--- src/rtl/hmd_pkg.sv ---
package hmd_pkg;

    localparam int unsigned LEN_W = 24;

    localparam logic [LEN_W-1:0] MAX_LEN_RESET = 24'd30000;

    // header_count codes: 0 (and the unused 5..7) expect a type byte
    localparam logic [2:0] CNT_TYPE    = 3'd0;
    localparam logic [2:0] CNT_LEN_HI  = 3'd1;
    localparam logic [2:0] CNT_LEN_MID = 3'd2;
    localparam logic [2:0] CNT_LEN_LO  = 3'd3;
    localparam logic [2:0] CNT_BODY    = 3'd4;

    typedef struct packed {
        logic [7:0] out_byte;
        logic [7:0] message_type;
        logic       message_first;
        logic       message_last;
        logic       record_last;
        logic       failed;
    } result_t;

endpackage

--- src/rtl/hmd_parser.sv ---
module hmd_parser (
    input  logic                       clk,
    input  logic                       rst_n,
    input  logic                       advance,
    input  logic [7:0]                 data_byte,
    input  logic                       record_end,
    input  logic [hmd_pkg::LEN_W-1:0]  max_len,
    output hmd_pkg::result_t           result
);
    import hmd_pkg::*;

    logic [2:0]       header_count_reg, header_count_next;
    logic [7:0]       current_type_reg, current_type_next;
    logic [LEN_W-1:0] remaining_body_reg, remaining_body_next;
    logic             error_latched_reg, error_latched_next;

    logic [LEN_W-1:0] len_shift;
    logic [LEN_W-1:0] body_dec;
    logic             first;
    logic             last;
    logic             fail;

    assign len_shift = {remaining_body_reg[LEN_W-9:0], data_byte};
    assign body_dec  = remaining_body_reg - LEN_W'(1);

    always_comb
    begin
        header_count_next   = header_count_reg;
        current_type_next   = current_type_reg;
        remaining_body_next = remaining_body_reg;
        error_latched_next  = error_latched_reg;
        first = 1'b0;
        last  = 1'b0;
        fail  = 1'b0;

        if (!error_latched_reg)
        begin
            case (header_count_reg)
                CNT_LEN_HI, CNT_LEN_MID:
                begin
                    remaining_body_next = len_shift;
                    header_count_next   = header_count_reg + 3'd1;
                end
                CNT_LEN_LO:
                begin
                    if (len_shift > max_len)
                    begin
                        error_latched_next  = 1'b1;
                        fail                = 1'b1;
                        header_count_next   = CNT_TYPE;
                        remaining_body_next = '0;
                    end
                    else if (len_shift == '0)
                    begin
                        last                = 1'b1;
                        header_count_next   = CNT_TYPE;
                        remaining_body_next = '0;
                    end
                    else
                    begin
                        remaining_body_next = len_shift;
                        header_count_next   = CNT_BODY;
                    end
                end
                CNT_BODY:
                begin
                    remaining_body_next = body_dec;
                    if (body_dec == '0)
                    begin
                        last              = 1'b1;
                        header_count_next = CNT_TYPE;
                    end
                end
                default:
                begin
                    current_type_next   = data_byte;
                    first               = 1'b1;
                    remaining_body_next = '0;
                    header_count_next   = CNT_LEN_HI;
                end
            endcase
        end

        result.record_last = record_end;
        if (error_latched_reg || fail)
        begin
            result.out_byte      = 8'd0;
            result.message_type  = 8'd0;
            result.message_first = 1'b0;
            result.message_last  = 1'b0;
            result.failed        = 1'b1;
        end
        else
        begin
            result.out_byte      = data_byte;
            result.message_type  = current_type_next;
            result.message_first = first;
            result.message_last  = last;
            result.failed        = 1'b0;
        end
    end

    always_ff @(posedge clk or negedge rst_n)
    begin
        if (!rst_n)
        begin
            header_count_reg   <= CNT_TYPE;
            current_type_reg   <= 8'd0;
            remaining_body_reg <= '0;
            error_latched_reg  <= 1'b0;
        end
        else if (advance)
        begin
            header_count_reg   <= header_count_next;
            current_type_reg   <= current_type_next;
            remaining_body_reg <= remaining_body_next;
            error_latched_reg  <= error_latched_next;
        end
    end

    // failure is sticky until reset
    a_error_sticky: assert property (@(posedge clk) disable iff (!rst_n)
        error_latched_reg |=> error_latched_reg)
        else $error("error flag cleared without reset");

    a_count_range: assert property (@(posedge clk) disable iff (!rst_n)
        header_count_reg <= CNT_BODY)
        else $error("header count out of range");

    // a body never runs with nothing left to send
    a_body_nonzero: assert property (@(posedge clk) disable iff (!rst_n)
        header_count_reg == CNT_BODY |-> remaining_body_reg != '0)
        else $error("body state with zero remaining length");

    a_fail_output: assert property (@(posedge clk) disable iff (!rst_n)
        error_latched_reg |-> result.failed && result.out_byte == 8'd0)
        else $error("transfer after failure not marked failed");

endmodule

--- src/rtl/handshake_message_deframer.sv ---
// Handshake message deframer.
// Input channel (in_valid/in_stall) carries one record payload byte per
// transfer with record_end on the last byte of a record. Output channel
// (out_valid/out_stall) returns exactly one transfer per input byte: the
// byte, its message type, first/last marks and a copy of record_end.
// Messages are a type byte plus 24-bit big-endian length, then the body;
// record boundaries do not affect framing.
// A declared length above max_message_length sets failed on that header
// byte and on every later transfer, with the payload fields zeroed.
// Each byte enters the input register; its parsed result then loads the
// output register, which drives out_valid. Throughput: one byte per cycle
// while out_stall is low, set by the single input register feeding the
// header/length parser and the output register. out_stall holds the output
// register; one more byte can still enter the input register, after which
// in_stall follows out_stall, so no byte is lost. Reset: framing state
// cleared, limit back to 30000, both registers empty. Users must only write
// max_message_length (via max_message_length_we) while idle; not enforced.
module handshake_message_deframer (
    input  logic                       clk,
    input  logic                       rst_n,
    input  logic                       max_message_length_we,
    input  logic [hmd_pkg::LEN_W-1:0]  max_message_length,
    input  logic                       in_valid,
    output logic                       in_stall,
    input  logic [7:0]                 data_byte,
    input  logic                       record_end,
    output logic                       out_valid,
    input  logic                       out_stall,
    output logic [7:0]                 out_byte,
    output logic [7:0]                 message_type,
    output logic                       message_first,
    output logic                       message_last,
    output logic                       record_last,
    output logic                       failed
);
    import hmd_pkg::*;

    logic [LEN_W-1:0] max_len_reg;
    logic             in_valid_reg;
    logic [7:0]       data_reg;
    logic             rec_reg;
    logic             out_valid_reg, out_valid_next;
    result_t          out_reg;
    result_t          parsed;
    logic             advance;
    logic             in_xfer;

    assign advance  = in_valid_reg && (!out_valid_reg || !out_stall);
    assign in_stall = in_valid_reg && !advance;
    assign in_xfer  = in_valid && !in_stall;

    always_comb
    begin
        if (advance)
            out_valid_next = 1'b1;
        else if (out_stall)
            out_valid_next = out_valid_reg;
        else
            out_valid_next = 1'b0;
    end

    always_ff @(posedge clk or negedge rst_n)
    begin
        if (!rst_n)
        begin
            max_len_reg   <= MAX_LEN_RESET;
            in_valid_reg  <= 1'b0;
            out_valid_reg <= 1'b0;
        end
        else
        begin
            if (max_message_length_we)
                max_len_reg <= max_message_length;
            if (in_xfer)
                in_valid_reg <= 1'b1;
            else if (advance)
                in_valid_reg <= 1'b0;
            out_valid_reg <= out_valid_next;
        end
    end

    always_ff @(posedge clk)
    begin
        if (in_xfer)
        begin
            data_reg <= data_byte;
            rec_reg  <= record_end;
        end
        if (advance)
            out_reg <= parsed;
    end

    hmd_parser u_parser (
        .clk        (clk),
        .rst_n      (rst_n),
        .advance    (advance),
        .data_byte  (data_reg),
        .record_end (rec_reg),
        .max_len    (max_len_reg),
        .result     (parsed)
    );

    assign out_valid     = out_valid_reg;
    assign out_byte      = out_reg.out_byte;
    assign message_type  = out_reg.message_type;
    assign message_first = out_reg.message_first;
    assign message_last  = out_reg.message_last;
    assign record_last   = out_reg.record_last;
    assign failed        = out_reg.failed;

    // a held input byte must move once the output slot frees up
    a_no_bubble: assert property (@(posedge clk) disable iff (!rst_n)
        in_valid_reg && !out_stall |-> advance)
        else $error("input register held while output free");

    a_out_filled: assert property (@(posedge clk) disable iff (!rst_n)
        advance |=> out_valid_reg)
        else $error("parsed byte not presented");

    a_in_taken: assert property (@(posedge clk) disable iff (!rst_n)
        in_xfer |=> in_valid_reg)
        else $error("input transfer lost");

endmodule
--- config.mk ---
export PLATFORM = sky130hd
export DESIGN_NAME = handshake_message_deframer
export DESIGN_NICKNAME = d
export VERILOG_FILES = /design/src/rtl/hmd_pkg.sv /design/src/rtl/hmd_parser.sv /design/src/rtl/handshake_message_deframer.sv
export SDC_FILE = /design/constraint.sdc
export NUM_CORES = 1
export LEC_CHECK = 0
export ABC_AREA = 1
export BUFFER_PORTS_ARGS = -buffer_cell sky130_fd_sc_hd__buf_4
export CAP_MARGIN = 20
export CORE_ASPECT_RATIO = 0.7
export CORE_MARGIN = 8
export CORE_UTILIZATION = 60
export DETAILED_ROUTE_END_ITERATION = 10
export HOLD_SLACK_MARGIN = 0.12
export PLACE_DENSITY = 0.78
export SETUP_SLACK_MARGIN = 0.4
export SKIP_LAST_GASP = 1
export SLEW_MARGIN = 5
export SYNTH_ARGS = -nofsm -noshare
export SYNTH_HDL_FRONTEND = slang
export SYNTH_SLANG_ARGS = --single-unit
--- constraint.sdc ---
create_clock -name clk -period 3.2 [get_ports clk]
set_clock_uncertainty 0.15 [all_clocks]
set_input_delay 0.32 -clock clk [delete_from_list [all_inputs] [get_ports clk]]
set_output_delay 0.32 -clock clk [all_outputs]
set_load 0.01 [all_outputs]
==> results of run 1 <==
timing repair:
item | in CTS | in global routing
gates cloned | 0 | 0
endpoints found under the hold margin | 90 | 0
hold buffers | 36 | 0
setup endpoints to repair | 2 | 35
gates resized for setup | 2 | 6
stage by stage:
stage	hold WS, ns	std cells	utilization (%)	area, µm²
after floorplan	-0.126	754	-	5660
after global placement	0.252	923	68.3	6220
after detailed placement	0.269	923	68.3	6220
after CTS	0.233	975	75.6	6880
after global routing	0.287	977	75.9	6910
final	0.268	977	75.9	6910
placed cells by master (no fill, tap or decap), types with 21 or more instances in the layout:
master	instances
dlygate4sd3_1	36
ha_1	32
buf_4	67
nand2_1	242
o21ai_0	39
dfrtp_1	54
edfxtp_1	29
inv_1	80
nand3_1	67
a21oi_1	21
nor2_1	72
critical path: cells and delay by family, from the launching register on:
family | cells | cell delay, ns
flip-flops | 1 | 0.42
AO/OA/AOI/OAI | 2 | 0.51
buffers and inverters | 3 | 0.41
AND/OR/NAND/NOR | 4 | 0.69
adder cells (fa/ha/maj) | 1 | 0.21
power groups by stage:
stage | combinational, µW | sequential, µW | clock, µW
finish | 375 | 1380 | 1060
global route | 418 | 1390 | 1110
CTS | 364 | 1380 | 1070
detailed placement | 324 | 1400 | 0
global placement | 307 | 1400 | 0
floorplan | 173 | 1400 | 0
final cells by class:
cell class | instances | area share (%)
Antenna cell | 2 | 0.0724
Clock buffer | 11 | 3.51
Clock inverter | 5 | 0.761
Inverter | 85 | 4.62
Multi-Input combinational cell | 556 | 41.1
Sequential cell | 91 | 35.2
Tap cell | 124 | 2.25
Timing Repair Buffer | 103 | 12.5
cells by family after synthesis:
group / share of synthesized area [%]
AOI/OAI and AO/OA: 6.08
xor gates and xnor gates: 0.442
adders and majority gates: 7.08
buffers and inverters: 7.37
DFF: 43.0
muxes: 0.199
and+or+nand+nor: 35.9
how the worst min path moves through the flow:
stage / from / slack [ns] / depth (start not counted) / end
floorplan: rst_n / -0.13 / 0 / in_valid_reg$_DFFE_PN0P_
global placement: rec_reg$_DFFE_PP_ / 0.25 / 0 / record_last$_DFFE_PP_
detailed placement: rec_reg$_DFFE_PP_ / 0.27 / 0 / record_last$_DFFE_PP_
CTS: max_message_length_we / 0.23 / 3 / max_len_reg[5]$_DFFE_PN1P_
global route: rec_reg$_DFFE_PP_ / 0.29 / 0 / record_last$_DFFE_PP_
finish: max_message_length_we / 0.27 / 3 / max_len_reg[4]$_DFFE_PN1P_
synthesized netlist by cell type (all sizes together):
| library cell | instances | share of area [%] |
|---|---|---|
| nand2 | 257 | 18 |
| nor2 | 94 | 7.9 |
| inv | 85 | 5.6 |
| nand3 | 70 | 6.4 |
| dfrtp | 55 | 24 |
| o21ai | 44 | 4.0 |
| ha | 32 | 7.1 |
| edfxtp | 29 | 15 |
| a21oi | 21 | 1.9 |
| clkbuf | 14 | 0.93 |
| nand4 | 14 | 1.5 |
| buf | 8 | 0.80 |
| nor3 | 8 | 0.71 |
| dfstp | 7 | 3.3 |
| nand3b | 7 | 0.93 |
| nor4 | 3 | 0.33 |
| mux2 | 1 | 0.20 |
| o21a | 1 | 0.13 |
| o21bai | 1 | 0.13 |
| or2 | 1 | 0.11 |
| xnor2 | 1 | 0.29 |
| xor2 | 1 | 0.15 |
metal layers:
metal,global-route usage [%],vias to the layer above,part of all wire [%]
met5,0,-,0
met4,8.71,0,1.6
met3,7.70,29,9.9
met2,39.8,271,45
met1,34.5,2599,43
li1,-,2618,-
==> flow_summary.html, run 1 <==
<table>
<tr><th>Metric</th><th>Value</th></tr>
<tr><th colspan="2">Run status</th></tr>
<tr><td>Status</td><td>complete, no violations</td></tr>
<tr><th colspan="2">STA</th></tr>
<tr><td>Max-slew violation total from the final report</td><td>0</td></tr>
<tr><td>Setup slack after layout</td><td>0.575 ns</td></tr>
<tr><td>Endpoints failing setup</td><td>0</td></tr>
<tr><td>Worst-case headroom to the max-slew limit</td><td>45.4%</td></tr>
<tr><td>RSZ-0062 raised after global routing</td><td>true</td></tr>
<tr><td>Timing-limited maximum frequency</td><td>381 MHz</td></tr>
<tr><td>Final TNS setup</td><td>0 ns</td></tr>
<tr><td>Final clock period utilization by the worst path</td><td>82.0%</td></tr>
<tr><td>Post-layout minimum cycle time</td><td>2.63 ns</td></tr>
<tr><td>Final hold violations</td><td>0</td></tr>
<tr><td>Transition time at the pin with the least slew margin</td><td>0.819 ns</td></tr>
<tr><th colspan="2">Power</th></tr>
<tr><td>Sw Share</td><td>25.1%</td></tr>
<tr><td>Final total power</td><td>2820 µW</td></tr>
<tr><td>PwrDens</td><td>408 nW/µm²</td></tr>
<tr><td>Net Switching</td><td>709 µW</td></tr>
<tr><td>Gate power share</td><td>13.3%</td></tr>
<tr><td>Worst supply voltage drop on vdd</td><td>0.361 mV</td></tr>
<tr><td>Internal portion of total power</td><td>2110 µW</td></tr>
<tr><td>Part of the total power dissipated in sequential elements</td><td>49.1%</td></tr>
<tr><td>Cell leakage power</td><td>0.00352 µW</td></tr>
<tr><td>Clock share of power</td><td>37.6%</td></tr>
<tr><th colspan="2">Final layout</th></tr>
<tr><td>Ratio of cells with drive above 1 in the final layout</td><td>16.2%</td></tr>
<tr><td>Fillers</td><td>657</td></tr>
<tr><td>Total area of sequential cells</td><td>2430 µm²</td></tr>
<tr><td>Total area of multi-input combinational cells</td><td>2840 µm²</td></tr>
<tr><td>Number of nets at the end of the flow</td><td>916</td></tr>
<tr><td>Syn-to-layout area delta</td><td>22.1%</td></tr>
<tr><th colspan="2">Clocking</th></tr>
<tr><td>CTS tree</td><td>done</td></tr>
<tr><td>Cell at the root of the clock tree</td><td>clkbuf_16</td></tr>
<tr><td>H-tree level count</td><td>3</td></tr>
<tr><td>Clock latency on the worst-skew pair</td><td>0.34 ns</td></tr>
<tr><td>Num CTS Buffers</td><td>9</td></tr>
<tr><td>Num Clock Sinks</td><td>91</td></tr>
<tr><td>Buffers inserted during post-CTS setup optimization</td><td>0</td></tr>
<tr><td>Clock transition time at the flip-flop clock pins of the worst setup and hold paths</td><td>0.06 ns</td></tr>
<tr><td>Maximum number of buffers from clock root to sink</td><td>2</td></tr>
<tr><th colspan="2">Drt</th></tr>
<tr><td>DRC violation total after the first TritonRoute iteration</td><td>556</td></tr>
<tr><td>Routed vias/inst</td><td>5.65</td></tr>
<tr><td>Count of TritonRoute iterations in the first routing pass</td><td>5</td></tr>
<tr><td>Total Wirelength</td><td>16.6 mm</td></tr>
<tr><td>Routed via count</td><td>5517</td></tr>
<tr><td>Routed length per instance</td><td>17.0 µm</td></tr>
<tr><td>Antenna-violating nets left</td><td>0</td></tr>
<tr><td>Number of design rule violations left after detail routing</td><td>0</td></tr>
<tr><th colspan="2">Global routing</th></tr>
<tr><td>Vias in the first global route</td><td>5255</td></tr>
<tr><td>Total GRT Usage</td><td>26.0%</td></tr>
<tr><td>Total congestion overflow after global routing</td><td>0</td></tr>
<tr><td>First-pass GRT wire length</td><td>27.1 mm</td></tr>
<tr><td>Pin count of the biggest net entering global routing</td><td>63</td></tr>
<tr><td>Number of antenna violations at the first check in global routing</td><td>2</td></tr>
<tr><th colspan="2">Worst setup path</th></tr>
<tr><td>Slowest stage cell, crit path</td><td>dfrtp_1</td></tr>
<tr><td>Kind of launch point of the worst setup path</td><td>flip-flop</td></tr>
<tr><td>Classification of the worst setup path</td><td>reg -&gt; reg</td></tr>
<tr><td>Destination of the worst register-to-register timing path</td><td>message_type[0]$_SDFFCE_PP0P_</td></tr>
<tr><td>Origin of the critical flop-to-flop path</td><td>u_parser.header_count_reg[0]$_DFFE_PN0P_</td></tr>
<tr><td>Delay of the slowest cell on the worst path</td><td>0.42 ns</td></tr>
<tr><td>Worst-path maximum fanout</td><td>26</td></tr>
<tr><td>Sort of element at the end of the critical path</td><td>flip-flop</td></tr>
<tr><td>Setup crit start</td><td>u_parser.header_count_reg[0]$_DFFE_PN0P_</td></tr>
<tr><td>Worst reg-to-reg path cell count</td><td>10</td></tr>
<tr><td>Register-to-register setup slack</td><td>0.57 ns</td></tr>
<tr><td>Data arrival time of the worst path</td><td>2.56 ns</td></tr>
<tr><td>Timing endpoint of the critical path</td><td>message_type[0]$_SDFFCE_PP0P_</td></tr>
<tr><td>Cell-by-cell trace of the critical path</td><td>inv_1 &gt; ha_1 &gt; nand2_1 &gt; inv_2 &gt; a21oi_1 &gt; inv_1 &gt; nor2_2 &gt; nand2_2 &gt; a21oi_1 &gt; nor2_1</td></tr>
<tr><td>CP required</td><td>3.14 ns</td></tr>
<tr><th colspan="2">Floorplanning</th></tr>
<tr><td>Chip width</td><td>132 µm</td></tr>
<tr><td>Initial Util</td><td>62.1%</td></tr>
<tr><td>Number of placed I/O pins</td><td>60</td></tr>
<tr><td>Die Ht</td><td>97.2 µm</td></tr>
<tr><td>Overall die area</td><td>12800 µm²</td></tr>
<tr><td>Area inside the core boundary</td><td>9110 µm²</td></tr>
<tr><td>Number of cell rows</td><td>29</td></tr>
<tr><th colspan="2">Synth</th></tr>
<tr><td>FF+latch count, synth</td><td>91</td></tr>
<tr><td>Net count after synthesis</td><td>824</td></tr>
<tr><td>Mapped cell area</td><td>5660 µm²</td></tr>
<tr><td>Syn Inst Count</td><td>754</td></tr>
<tr><td>Avg Inst Size Synth</td><td>7.50 µm²</td></tr>
<tr><td>Post-synthesis sequential area ratio</td><td>43.0%</td></tr>
<tr><td>Warning count from the yosys run</td><td>0</td></tr>
<tr><td>Number of unique standard cell types used by synthesis</td><td>33</td></tr>
<tr><th colspan="2">Worst hold path</th></tr>
<tr><td>Min-Delay Path Class</td><td>in -&gt; reg</td></tr>
<tr><th colspan="2">Place</th></tr>
<tr><td>I/O Buffers</td><td>59</td></tr>
<tr><td>Placed wire-length estimate after detailed placement</td><td>11.2 mm</td></tr>
<tr><td>Last weighted congestion value of the routability-driven placer</td><td>0.918</td></tr>
<tr><td>Worst slack after detailed placement</td><td>0.420 ns</td></tr>
<tr><th colspan="2">Job</th></tr>
<tr><td>Max Cap Violations</td><td>0</td></tr>
</table>
(Power assumes the default switching activity.)
==> run 2: changes to the inputs <==
--- a/config.mk
+++ b/config.mk
@@ -10,10 +10,10 @@
 export CAP_MARGIN = 20
 export CORE_ASPECT_RATIO = 0.7
 export CORE_MARGIN = 8
-export CORE_UTILIZATION = 60
+export CORE_UTILIZATION = 54
 export DETAILED_ROUTE_END_ITERATION = 10
 export HOLD_SLACK_MARGIN = 0.12
-export PLACE_DENSITY = 0.78
+export PLACE_DENSITY = 0.74
 export SETUP_SLACK_MARGIN = 0.4
 export SKIP_LAST_GASP = 1
 export SLEW_MARGIN = 5
==> constraint.sdc (replaced) <==
create_clock -name clk -period 2.21 [get_ports clk]
set_clock_uncertainty 0.15 [all_clocks]
set_input_delay 0.221 -clock clk [delete_from_list [all_inputs] [get_ports clk]]
set_output_delay 0.221 -clock clk [all_outputs]
set_load 0.01 [all_outputs]
==> run 2 against run 1 <==
Against the previous run: the run now ends with negative setup slack left; first-iteration DRC count down 4.9%; count of clock-buffer cells in the layout up 1; combinational power up 110%; fmax up 11%; critical endpoint is now u_parser.header_count_reg[2]$_DFFE_PN0P_; largest cell class unchanged; largest power group unchanged.
==> flow_summary.html, run 2 (synthesis results as in run 1) <==
<table>
<tr><th>Metric</th><th>Value</th></tr>
<tr><th colspan="2">Run status</th></tr>
<tr><td>Status</td><td>finished, violations left</td></tr>
<tr><td>Failing checks</td><td>negative setup slack</td></tr>
<tr><th colspan="2">Final layout</th></tr>
<tr><td>Total area of multi-input combinational cells</td><td>3700 µm² (+30%)</td></tr>
<tr><td>Fillers</td><td>584 (-11%)</td></tr>
<tr><td>Layout Cells excl Fill</td><td>1081 (+11%)</td></tr>
<tr><td>Ratio of cells with drive above 1 in the final layout</td><td>39.5% (+23 points)</td></tr>
<tr><td>Syn-to-layout area delta</td><td>52.3%</td></tr>
<tr><td>Number of nets at the end of the flow</td><td>1014 (+11%)</td></tr>
<tr><td>Ant. Diodes</td><td>0 (-2)</td></tr>
<tr><td>Commonest cells after routing, fill and taps aside</td><td>nand2_1, buf_4, inv_1</td></tr>
<tr><td>Commonest non-fill, non-tap cell in the layout</td><td>nand2_1</td></tr>
<tr><td>Total area of sequential cells</td><td>2440 µm² (+0.31%)</td></tr>
<tr><th colspan="2">Drt</th></tr>
<tr><td>Routed vias/inst</td><td>5.59 (-0.99%)</td></tr>
<tr><td>Antenna-violating nets left</td><td>0 (unchanged)</td></tr>
<tr><td>DRC violation total after the first TritonRoute iteration</td><td>529 (-4.9%)</td></tr>
<tr><td>Routed length per instance</td><td>18.4 µm (+8.2%)</td></tr>
<tr><td>Routed via count</td><td>6044 (+9.6%)</td></tr>
<tr><td>Count of TritonRoute iterations in the first routing pass</td><td>5 (unchanged)</td></tr>
<tr><td>Number of design rule violations left after detail routing</td><td>0 (unchanged)</td></tr>
<tr><td>Total Wirelength</td><td>19.9 mm (+20%)</td></tr>
<tr><th colspan="2">Power</th></tr>
<tr><td>Cell leakage power</td><td>0.00414 µW (+18%)</td></tr>
<tr><td>PwrDens</td><td>495 nW/µm² (+21%)</td></tr>
<tr><td>Worst supply voltage drop on vdd</td><td>0.375 mV (+4.1%)</td></tr>
<tr><td>Sw Share</td><td>28.5% (+3.3 points)</td></tr>
<tr><td>Internal portion of total power</td><td>3050 µW (+44%)</td></tr>
<tr><td>Final total power</td><td>4260 µW (+51%)</td></tr>
<tr><td>Clock share of power</td><td>33.5% (-4.1 points)</td></tr>
<tr><td>Part of the total power dissipated in sequential elements</td><td>47.9% (-1.2 points)</td></tr>
<tr><td>Gate power share</td><td>18.6% (+5.3 points)</td></tr>
<tr><td>Net Switching</td><td>1210 µW (+71%)</td></tr>
<tr><th colspan="2">Global routing</th></tr>
<tr><td>Total GRT Usage</td><td>26.3% (+0.31 points)</td></tr>
<tr><td>Vias in the first global route</td><td>5864 (+12%)</td></tr>
<tr><td>Number of antenna violations at the first check in global routing</td><td>0 (-2)</td></tr>
<tr><td>Pin count of the biggest net entering global routing</td><td>63 (unchanged)</td></tr>
<tr><td>Total congestion overflow after global routing</td><td>0 (unchanged)</td></tr>
<tr><td>First-pass GRT wire length</td><td>29.9 mm (+10%)</td></tr>
<tr><th colspan="2">STA</th></tr>
<tr><td>Timing-limited maximum frequency</td><td>422 MHz (+11%)</td></tr>
<tr><td>Setup slack after layout</td><td>-0.158 ns (-0.733 ns)</td></tr>
<tr><td>Post-layout minimum cycle time</td><td>2.37 ns (-0.257 ns)</td></tr>
<tr><td>Final hold violations</td><td>0 (unchanged)</td></tr>
<tr><td>Transition time at the pin with the least slew margin</td><td>0.826 ns (+0.00704 ns)</td></tr>
<tr><td>Final clock period utilization by the worst path</td><td>107% (+25 points)</td></tr>
<tr><td>Max-slew violation total from the final report</td><td>0 (unchanged)</td></tr>
<tr><td>Worst-case headroom to the max-slew limit</td><td>44.9% (-0.47 points)</td></tr>
<tr><td>RSZ-0062 raised after global routing</td><td>true</td></tr>
<tr><td>Endpoints failing setup</td><td>45 (+45)</td></tr>
<tr><th colspan="2">Worst setup path</th></tr>
<tr><td>Cell occurring most often along the worst timing path</td><td>o21ai_0</td></tr>
<tr><td>Slowest stage cell, crit path</td><td>dfrtp_1</td></tr>
<tr><td>Worst-path maximum fanout</td><td>5 (-81%)</td></tr>
<tr><td>Sort of element at the end of the critical path</td><td>flip-flop</td></tr>
<tr><td>Kind of launch point of the worst setup path</td><td>flip-flop</td></tr>
<tr><td>Cell-by-cell trace of the critical path</td><td>ha_1 &gt; a21oi_1 &gt; o21ai_0 &gt; a21oi_2 &gt; nand3_4 &gt; nand2_8 &gt; nand2_2 &gt; buf_4 &gt; o21ai_0 &gt; nand3_1 &gt; nand2_1</td></tr>
<tr><td>Data arrival time of the worst path</td><td>2.50 ns (-0.06 ns)</td></tr>
<tr><td>CP required</td><td>2.34 ns (-0.80 ns)</td></tr>
<tr><td>Delay of the slowest cell on the worst path</td><td>0.52 ns (+0.10 ns)</td></tr>
<tr><td>Classification of the worst setup path</td><td>reg -&gt; reg</td></tr>
<tr><th colspan="2">Worst hold path</th></tr>
<tr><td>Min-Delay Path Class</td><td>in -&gt; reg</td></tr>
<tr><th colspan="2">Floorplanning</th></tr>
<tr><td>Number of placed I/O pins</td><td>60 (unchanged)</td></tr>
<tr><td>Area inside the core boundary</td><td>10300 µm² (+13%)</td></tr>
<tr><td>Die Ht</td><td>102 µm (+4.5%)</td></tr>
<tr><td>Number of cell rows</td><td>31 (+6.9%)</td></tr>
<tr><td>Overall die area</td><td>14100 µm² (+9.5%)</td></tr>
<tr><td>Initial Util</td><td>55.0% (-7.1 points)</td></tr>
<tr><td>Chip width</td><td>138 µm (+4.8%)</td></tr>
<tr><th colspan="2">Clocking</th></tr>
<tr><td>Maximum number of buffers from clock root to sink</td><td>2 (unchanged)</td></tr>
<tr><td>Num Clock Sinks</td><td>91 (unchanged)</td></tr>
<tr><td>Cell at the root of the clock tree</td><td>clkbuf_16</td></tr>
<tr><td>Clock latency on the worst-skew pair</td><td>0.34 ns (about the same)</td></tr>
<tr><td>Clock transition time at the flip-flop clock pins of the worst setup and hold paths</td><td>0.07 ns (about the same)</td></tr>
<tr><td>H-tree level count</td><td>3 (unchanged)</td></tr>
<tr><td>Num CTS Buffers</td><td>9 (unchanged)</td></tr>
<tr><td>CTS tree</td><td>done</td></tr>
<tr><th colspan="2">Place</th></tr>
<tr><td>Last weighted congestion value of the routability-driven placer</td><td>0.949 (+3.4%)</td></tr>
<tr><td>Placed wire-length estimate after detailed placement</td><td>12.2 mm (+8.8%)</td></tr>
<tr><td>I/O Buffers</td><td>59 (unchanged)</td></tr>
<tr><td>Placed cell count</td><td>998 (+8.1%)</td></tr>
<tr><td>Worst slack after detailed placement</td><td>-0.104 ns (-0.525 ns)</td></tr>
<tr><th colspan="2">Job</th></tr>
<tr><td>Max Cap Violations</td><td>0 (unchanged)</td></tr>
</table>
==> run 2: layout make-up <==
| class | instances | share of cell area, % |
|---|---|---|
| Tap cell | 132 | 1.92 |
| Sequential cell | 91 | 28.3 |
| Inverter | 85 | 3.76 |
| Timing Repair Buffer | 200 | 20.0 |
| Multi-Input combinational cell | 557 | 43.0 |
| Clock buffer | 12 | 2.75 |
| Clock inverter | 4 | 0.320 |
==> run 2: stage by stage <==
step	utilization, %	hold slack (ns)	area, µm²	setup TNS [ns]
4_1_cts	78.2	0.121	8040	-0.756
6_report	83.8	0.145	8610	-4.15
3_3_place_gp	66.8	0.209	6870	-0.381
5_1_grt	83.8	0.180	8610	-7.69
2_1_floorplan	-	-0.225	5780	0
3_5_place_dp	66.8	0.219	6870	-2.92
==> run 2: repair_timing <==
item / in CTS / in global routing
hold buffers: 36 / 0
pin swaps: 26 / 54
resized for setup: 110 / 100
setup endpoints to repair: 55 / 55
cloned: 2 / 1
buffers inserted: 14 / 14
hold endpoints to repair: 90 / 0
==> run 2: layer usage <==
metal  up-vias  wire length, µm  track usage (%)
met5         -                0                0
met4         0              419             6.99
met3        49             1580             6.23
met2       318             9340             42.5
met1      2869             8540             35.0
li1       2808                -                -
==> run 2: final timing paths <==
path                                                       startpoint                                           to  slack (ns)  cells after the start
max in group asynchronous                                       rst_n  u_parser.remaining_body_reg[11]$_DFFE_PN0P_        0.94                      2
min in group asynchronous                                       rst_n                  max_len_reg[20]$_DFFE_PN0P_        0.38                      2
min                                             max_message_length_we                   max_len_reg[8]$_DFFE_PN1P_        0.14                      3
min reg2reg                                         rec_reg$_DFFE_PP_                        record_last$_DFFE_PP_        0.28                      0
max                        u_parser.remaining_body_reg[9]$_DFFE_PN0P_     u_parser.header_count_reg[2]$_DFFE_PN0P_       -0.16                     11
max reg2reg                u_parser.remaining_body_reg[9]$_DFFE_PN0P_     u_parser.header_count_reg[2]$_DFFE_PN0P_       -0.16                     11
==> run 2: power by group through the flow <==
stage | clock network, µW | registers [µW] | logic, µW
2_1_floorplan | 0 | 2030 | 266
3_3_place_gp | 0 | 2010 | 500
3_5_place_dp | 0 | 2020 | 534
4_1_cts | 1440 | 2010 | 654
5_1_grt | 1490 | 2050 | 858
6_report | 1430 | 2040 | 792
==> run 2: worst max-delay path, delay by kind of cell, from the launching register on <==
kind                       cells  cell delay (ns)
adders and majority gates      1             0.31
AOI/OAI and AO/OA              4             0.62
buffers and inverters          1             0.13
DFF                            1             0.52
and+or+nand+nor                5             0.57
==> run 3: changes to the inputs <==
--- a/config.mk
+++ b/config.mk
@@ -5,15 +5,14 @@
 export SDC_FILE = /design/constraint.sdc
 export NUM_CORES = 1
 export LEC_CHECK = 0
-export ABC_AREA = 1
 export BUFFER_PORTS_ARGS = -buffer_cell sky130_fd_sc_hd__buf_4
 export CAP_MARGIN = 20
 export CORE_ASPECT_RATIO = 0.7
 export CORE_MARGIN = 8
-export CORE_UTILIZATION = 54
+export CORE_UTILIZATION = 53
 export DETAILED_ROUTE_END_ITERATION = 10
 export HOLD_SLACK_MARGIN = 0.12
-export PLACE_DENSITY = 0.74
+export PLACE_DENSITY = 0.73
 export SETUP_SLACK_MARGIN = 0.4
 export SKIP_LAST_GASP = 1
 export SLEW_MARGIN = 5
==> run 3 against run 2 <==
Against the previous run: the run still ends with negative setup slack left; clock power increased by 13%; via count decreased by 13%; final area decreased by 7.9%; flip-flop and latch count unchanged; utilization decreased by 0.92 points; fmax decreased by 21%; wire length decreased by 1.5%; total power increased by 49%; first-iteration DRC count increased by 20%; largest cell class unchanged.
==> flow_summary.html, run 3 <==
<table>
<tr><th>Metric</th><th>Value</th></tr>
<tr><th colspan="2">Worst setup path</th></tr>
<tr><td>Kind of launch point of the worst setup path</td><td>flip-flop</td></tr>
<tr><td>Data arrival time of the worst path</td><td>3.08 ns (+0.58 ns)</td></tr>
<tr><td>Classification of the worst setup path</td><td>reg -&gt; reg</td></tr>
<tr><td>Worst-path maximum fanout</td><td>5 (unchanged)</td></tr>
<tr><td>CP required</td><td>2.28 ns (-0.06 ns)</td></tr>
<tr><td>Sort of element at the end of the critical path</td><td>flip-flop</td></tr>
<tr><td>Origin of the critical flop-to-flop path</td><td>u_parser.remaining_body_reg[14]$_DFFE_PN0P_</td></tr>
<tr><td>Setup crit start</td><td>u_parser.remaining_body_reg[14]$_DFFE_PN0P_</td></tr>
<tr><th colspan="2">STA</th></tr>
<tr><td>Worst-case headroom to the max-slew limit</td><td>43.5% (-1.4 points)</td></tr>
<tr><td>Transition time at the pin with the least slew margin</td><td>0.847 ns (+0.0208 ns)</td></tr>
<tr><td>RSZ-0062 raised after global routing</td><td>true</td></tr>
<tr><td>Endpoints failing setup</td><td>47 (+4.4%)</td></tr>
<tr><td>Setup slack after layout</td><td>-0.798 ns (-0.640 ns)</td></tr>
<tr><td>Final clock period utilization by the worst path</td><td>136% (+29 points)</td></tr>
<tr><td>Post-layout minimum cycle time</td><td>3.01 ns (+0.640 ns)</td></tr>
<tr><td>Max-slew violation total from the final report</td><td>0 (unchanged)</td></tr>
<tr><td>Worst hold margin</td><td>0.144 ns (-0.00102 ns)</td></tr>
<tr><td>Timing-limited maximum frequency</td><td>332 MHz (-21%)</td></tr>
<tr><td>Final hold violations</td><td>0 (unchanged)</td></tr>
<tr><th colspan="2">Power</th></tr>
<tr><td>PwrDens</td><td>801 nW/µm² (+62%)</td></tr>
<tr><td>Cell leakage power</td><td>0.00349 µW (-16%)</td></tr>
<tr><td>Worst supply voltage drop on vdd</td><td>0.506 mV (+35%)</td></tr>
<tr><th colspan="2">Synth</th></tr>
<tr><td>Cells taking the most area after synthesis</td><td>dfrtp_1, edfxtp_1, ha_1</td></tr>
<tr><td>Post-synthesis sequential area ratio</td><td>47.2% (+4.2 points)</td></tr>
<tr><td>Avg Inst Size Synth</td><td>10.1 µm² (+35%)</td></tr>
<tr><td>Number of unique standard cell types used by synthesis</td><td>73 (+120%)</td></tr>
<tr><td>Yosys top cell by area</td><td>dfrtp_1</td></tr>
<tr><td>Net count after synthesis</td><td>578 (-30%)</td></tr>
<tr><td>Syn Inst Count</td><td>508 (-33%)</td></tr>
<tr><td>Area share of the largest cell type after synthesis</td><td>26.7% (+2.4 points)</td></tr>
<tr><td>Most frequent cells after synthesis</td><td>dfrtp_1, nand2_1, o21ai_0</td></tr>
<tr><td>Commonest register cell after synthesis</td><td>dfrtp_1</td></tr>
<tr><td>Mapped cell area</td><td>5150 µm² (-8.9%)</td></tr>
<tr><td>Leading cell type by number of instances after synthesis</td><td>dfrtp_1</td></tr>
<tr><td>Warning count from the yosys run</td><td>0 (unchanged)</td></tr>
<tr><td>Async S/R FF share, synth</td><td>68.1% (unchanged)</td></tr>
<tr><td>Number of enable-type register cells in the synthesized netlist</td><td>29 (unchanged)</td></tr>
<tr><td>FF+latch count, synth</td><td>91 (unchanged)</td></tr>
<tr><th colspan="2">Drt</th></tr>
<tr><td>Routed via count</td><td>5274 (-13%)</td></tr>
<tr><td>Antenna-violating nets left</td><td>0 (unchanged)</td></tr>
<tr><td>Routed length per instance</td><td>22.7 µm (+24%)</td></tr>
<tr><td>Total Wirelength</td><td>19.6 mm (-1.5%)</td></tr>
<tr><td>Count of TritonRoute iterations in the first routing pass</td><td>5 (unchanged)</td></tr>
<tr><td>Number of design rule violations left after detail routing</td><td>0 (unchanged)</td></tr>
<tr><td>DRC violation total after the first TritonRoute iteration</td><td>633 (+20%)</td></tr>
<tr><td>Routed vias/inst</td><td>6.12 (+9.4%)</td></tr>
<tr><th colspan="2">Global routing</th></tr>
<tr><td>Vias in the first global route</td><td>5295 (-9.7%)</td></tr>
<tr><td>Number of antenna violations at the first check in global routing</td><td>0 (unchanged)</td></tr>
<tr><td>Total GRT Usage</td><td>27.9% (+1.5 points)</td></tr>
<tr><td>First-pass GRT wire length</td><td>28.8 mm (-3.6%)</td></tr>
<tr><td>Total congestion overflow after global routing</td><td>0 (unchanged)</td></tr>
<tr><td>Pin count of the biggest net entering global routing</td><td>63 (unchanged)</td></tr>
<tr><th colspan="2">Final layout</th></tr>
<tr><td>Fillers</td><td>500 (-14%)</td></tr>
<tr><td>Ant. Diodes</td><td>0 (unchanged)</td></tr>
<tr><td>Syn-to-layout area delta</td><td>54.0%</td></tr>
<tr><td>Commonest cells after routing, fill and taps aside</td><td>buf_4, dfrtp_1, nand2_1</td></tr>
<tr><td>Commonest non-fill, non-tap cell in the layout</td><td>buf_4</td></tr>
<tr><td>Number of nets at the end of the flow</td><td>799 (-21%)</td></tr>
<tr><td>Ratio of cells with drive above 1 in the final layout</td><td>42.1% (+2.6 points)</td></tr>
<tr><th colspan="2">Job</th></tr>
<tr><td>Max Cap Violations</td><td>0 (unchanged)</td></tr>
<tr><th colspan="2">Floorplanning</th></tr>
<tr><td>Number of placed I/O pins</td><td>60 (unchanged)</td></tr>
<tr><td>Initial Util</td><td>53.8% (-1.2 points)</td></tr>
<tr><td>Chip width</td><td>134 µm (-3.2%)</td></tr>
<tr><td>Die Ht</td><td>98.5 µm (-3.1%)</td></tr>
<tr><td>Overall die area</td><td>13200 µm² (-6.2%)</td></tr>
<tr><td>Area inside the core boundary</td><td>9570 µm² (-6.9%)</td></tr>
<tr><td>Number of cell rows</td><td>30 (-3.2%)</td></tr>
<tr><th colspan="2">Place</th></tr>
<tr><td>Last weighted congestion value of the routability-driven placer</td><td>0.912 (-3.9%)</td></tr>
<tr><td>Placed wire-length estimate after detailed placement</td><td>11.6 mm (-5.0%)</td></tr>
<tr><td>Worst slack after detailed placement</td><td>-0.615 ns (-0.510 ns)</td></tr>
<tr><td>I/O Buffers</td><td>59 (unchanged)</td></tr>
<tr><th colspan="2">Clocking</th></tr>
<tr><td>Maximum number of buffers from clock root to sink</td><td>2 (unchanged)</td></tr>
<tr><td>Num Clock Sinks</td><td>91 (unchanged)</td></tr>
<tr><td>Clock latency on the worst-skew pair</td><td>0.34 ns (about the same)</td></tr>
<tr><td>Num CTS Buffers</td><td>9 (unchanged)</td></tr>
<tr><td>CTS tree</td><td>done</td></tr>
<tr><td>Cell at the root of the clock tree</td><td>clkbuf_16</td></tr>
<tr><td>H-tree level count</td><td>3 (unchanged)</td></tr>
<tr><td>Clock transition time at the flip-flop clock pins of the worst setup and hold paths</td><td>0.07 ns (about the same)</td></tr>
<tr><th colspan="2">Worst hold path</th></tr>
<tr><td>Worst Hold Launch</td><td>max_message_length_we</td></tr>
<tr><td>Min-Delay Path Class</td><td>in -&gt; reg</td></tr>
<tr><th colspan="2">Run status</th></tr>
<tr><td>Failing checks</td><td>negative setup slack</td></tr>
<tr><td>Status</td><td>finished, violations left</td></tr>
</table>
[run 3: where the power goes]
group	switching [µW]	total (µW)	internal [µW]
Combinational	1350	2610	1260
Clock	713	1610	893
Sequential	195	2140	1950
Total	2260	6360	4100
[run 3: routing by layer]
metal  vias up  global-route usage [%]  routed length, µm
met5         -                       0                  0
met4         0                    9.20                583
met3        59                    6.35               1760
met2       349                    44.3               9160
met1      2561                    36.9               8080
li1       2305                       -                  -
[run 3: final timing paths]
check                                                        endpoint  slack, ns  cells past startpoint
min reg2reg                                     record_last$_DFFE_PP_       0.31                      0
min in group asynchronous    u_parser.header_count_reg[1]$_DFFE_PN0P_       0.37                      2
min                                        max_len_reg[4]$_DFFE_PN1P_       0.14                      3
max                        u_parser.remaining_body_reg[6]$_DFFE_PN0P_      -0.80                     12
max reg2reg                u_parser.remaining_body_reg[6]$_DFFE_PN0P_      -0.80                     12
max in group asynchronous    u_parser.header_count_reg[0]$_DFFE_PN0P_       0.97                      2
[run 3: cell type report]
class                      instances  area (µm²)  share of cell area (%)
timing repair inverter             1        11.3                   0.142
sequential                        91        2430                    30.7
inverter                          32         133                    1.67
clock buffer                      10         229                    2.89
tap                              128         160                    2.02
clock inverter                     6        72.6                   0.915
multi-input combinational        358        2890                    36.4
timing repair buffer             236        2000                    25.3
[run 3: worst max-delay path: stages (launching register included)]
cell	delay (ns)
dfrtp_1	0.44
buf_6	0.16
ha_4	0.28
nand4_1	0.20
buf_4	0.20
buf_4	0.13
nor2_4	0.12
a21oi_2	0.08
nand4_1	0.19
o21bai_4	0.14
a22o_4	0.29
clkbuf_16	0.17
a221o_1	0.34
[run 3: logic make-up after synthesis]
family                     count (synthesis)  synth area share, %
DFF                                       91                 47.2
muxes                                     19                 3.93
AOI/OAI and AO/OA                        125                 16.5
buffers and inverters                     60                 5.17
and+or+nand+nor                          175                 18.4
xor gates and xnor gates                   6                 1.02
adders and majority gates                 32                 7.77
[run 3: what timing repair did]
action,in CTS,in global routing
hold buffers,37,0
endpoints found under the setup margin,55,55
endpoints found under the hold margin,90,0
gates cloned,2,2
gates resized for setup,42,46
pin swaps,22,20
buffers inserted,22,9
[run 3: metrics by stage]
| stage | std cells | setup TNS, ns | cell area, µm² | util, % | power [µW] |
|---|---|---|---|---|---|
| after floorplan | 508 | -13.61 | 5350 | - | 3280 |
| after global placement | 774 | -20.49 | 6590 | 68.9 | 4170 |
| after detailed placement | 774 | -23.74 | 6590 | 68.9 | 4240 |
| after CTS | 851 | -23.93 | 7630 | 79.7 | 6070 |
| after global routing | 862 | -35.34 | 7930 | 82.9 | 6560 |
| final | 862 | -32.98 | 7930 | 82.9 | 6360 |
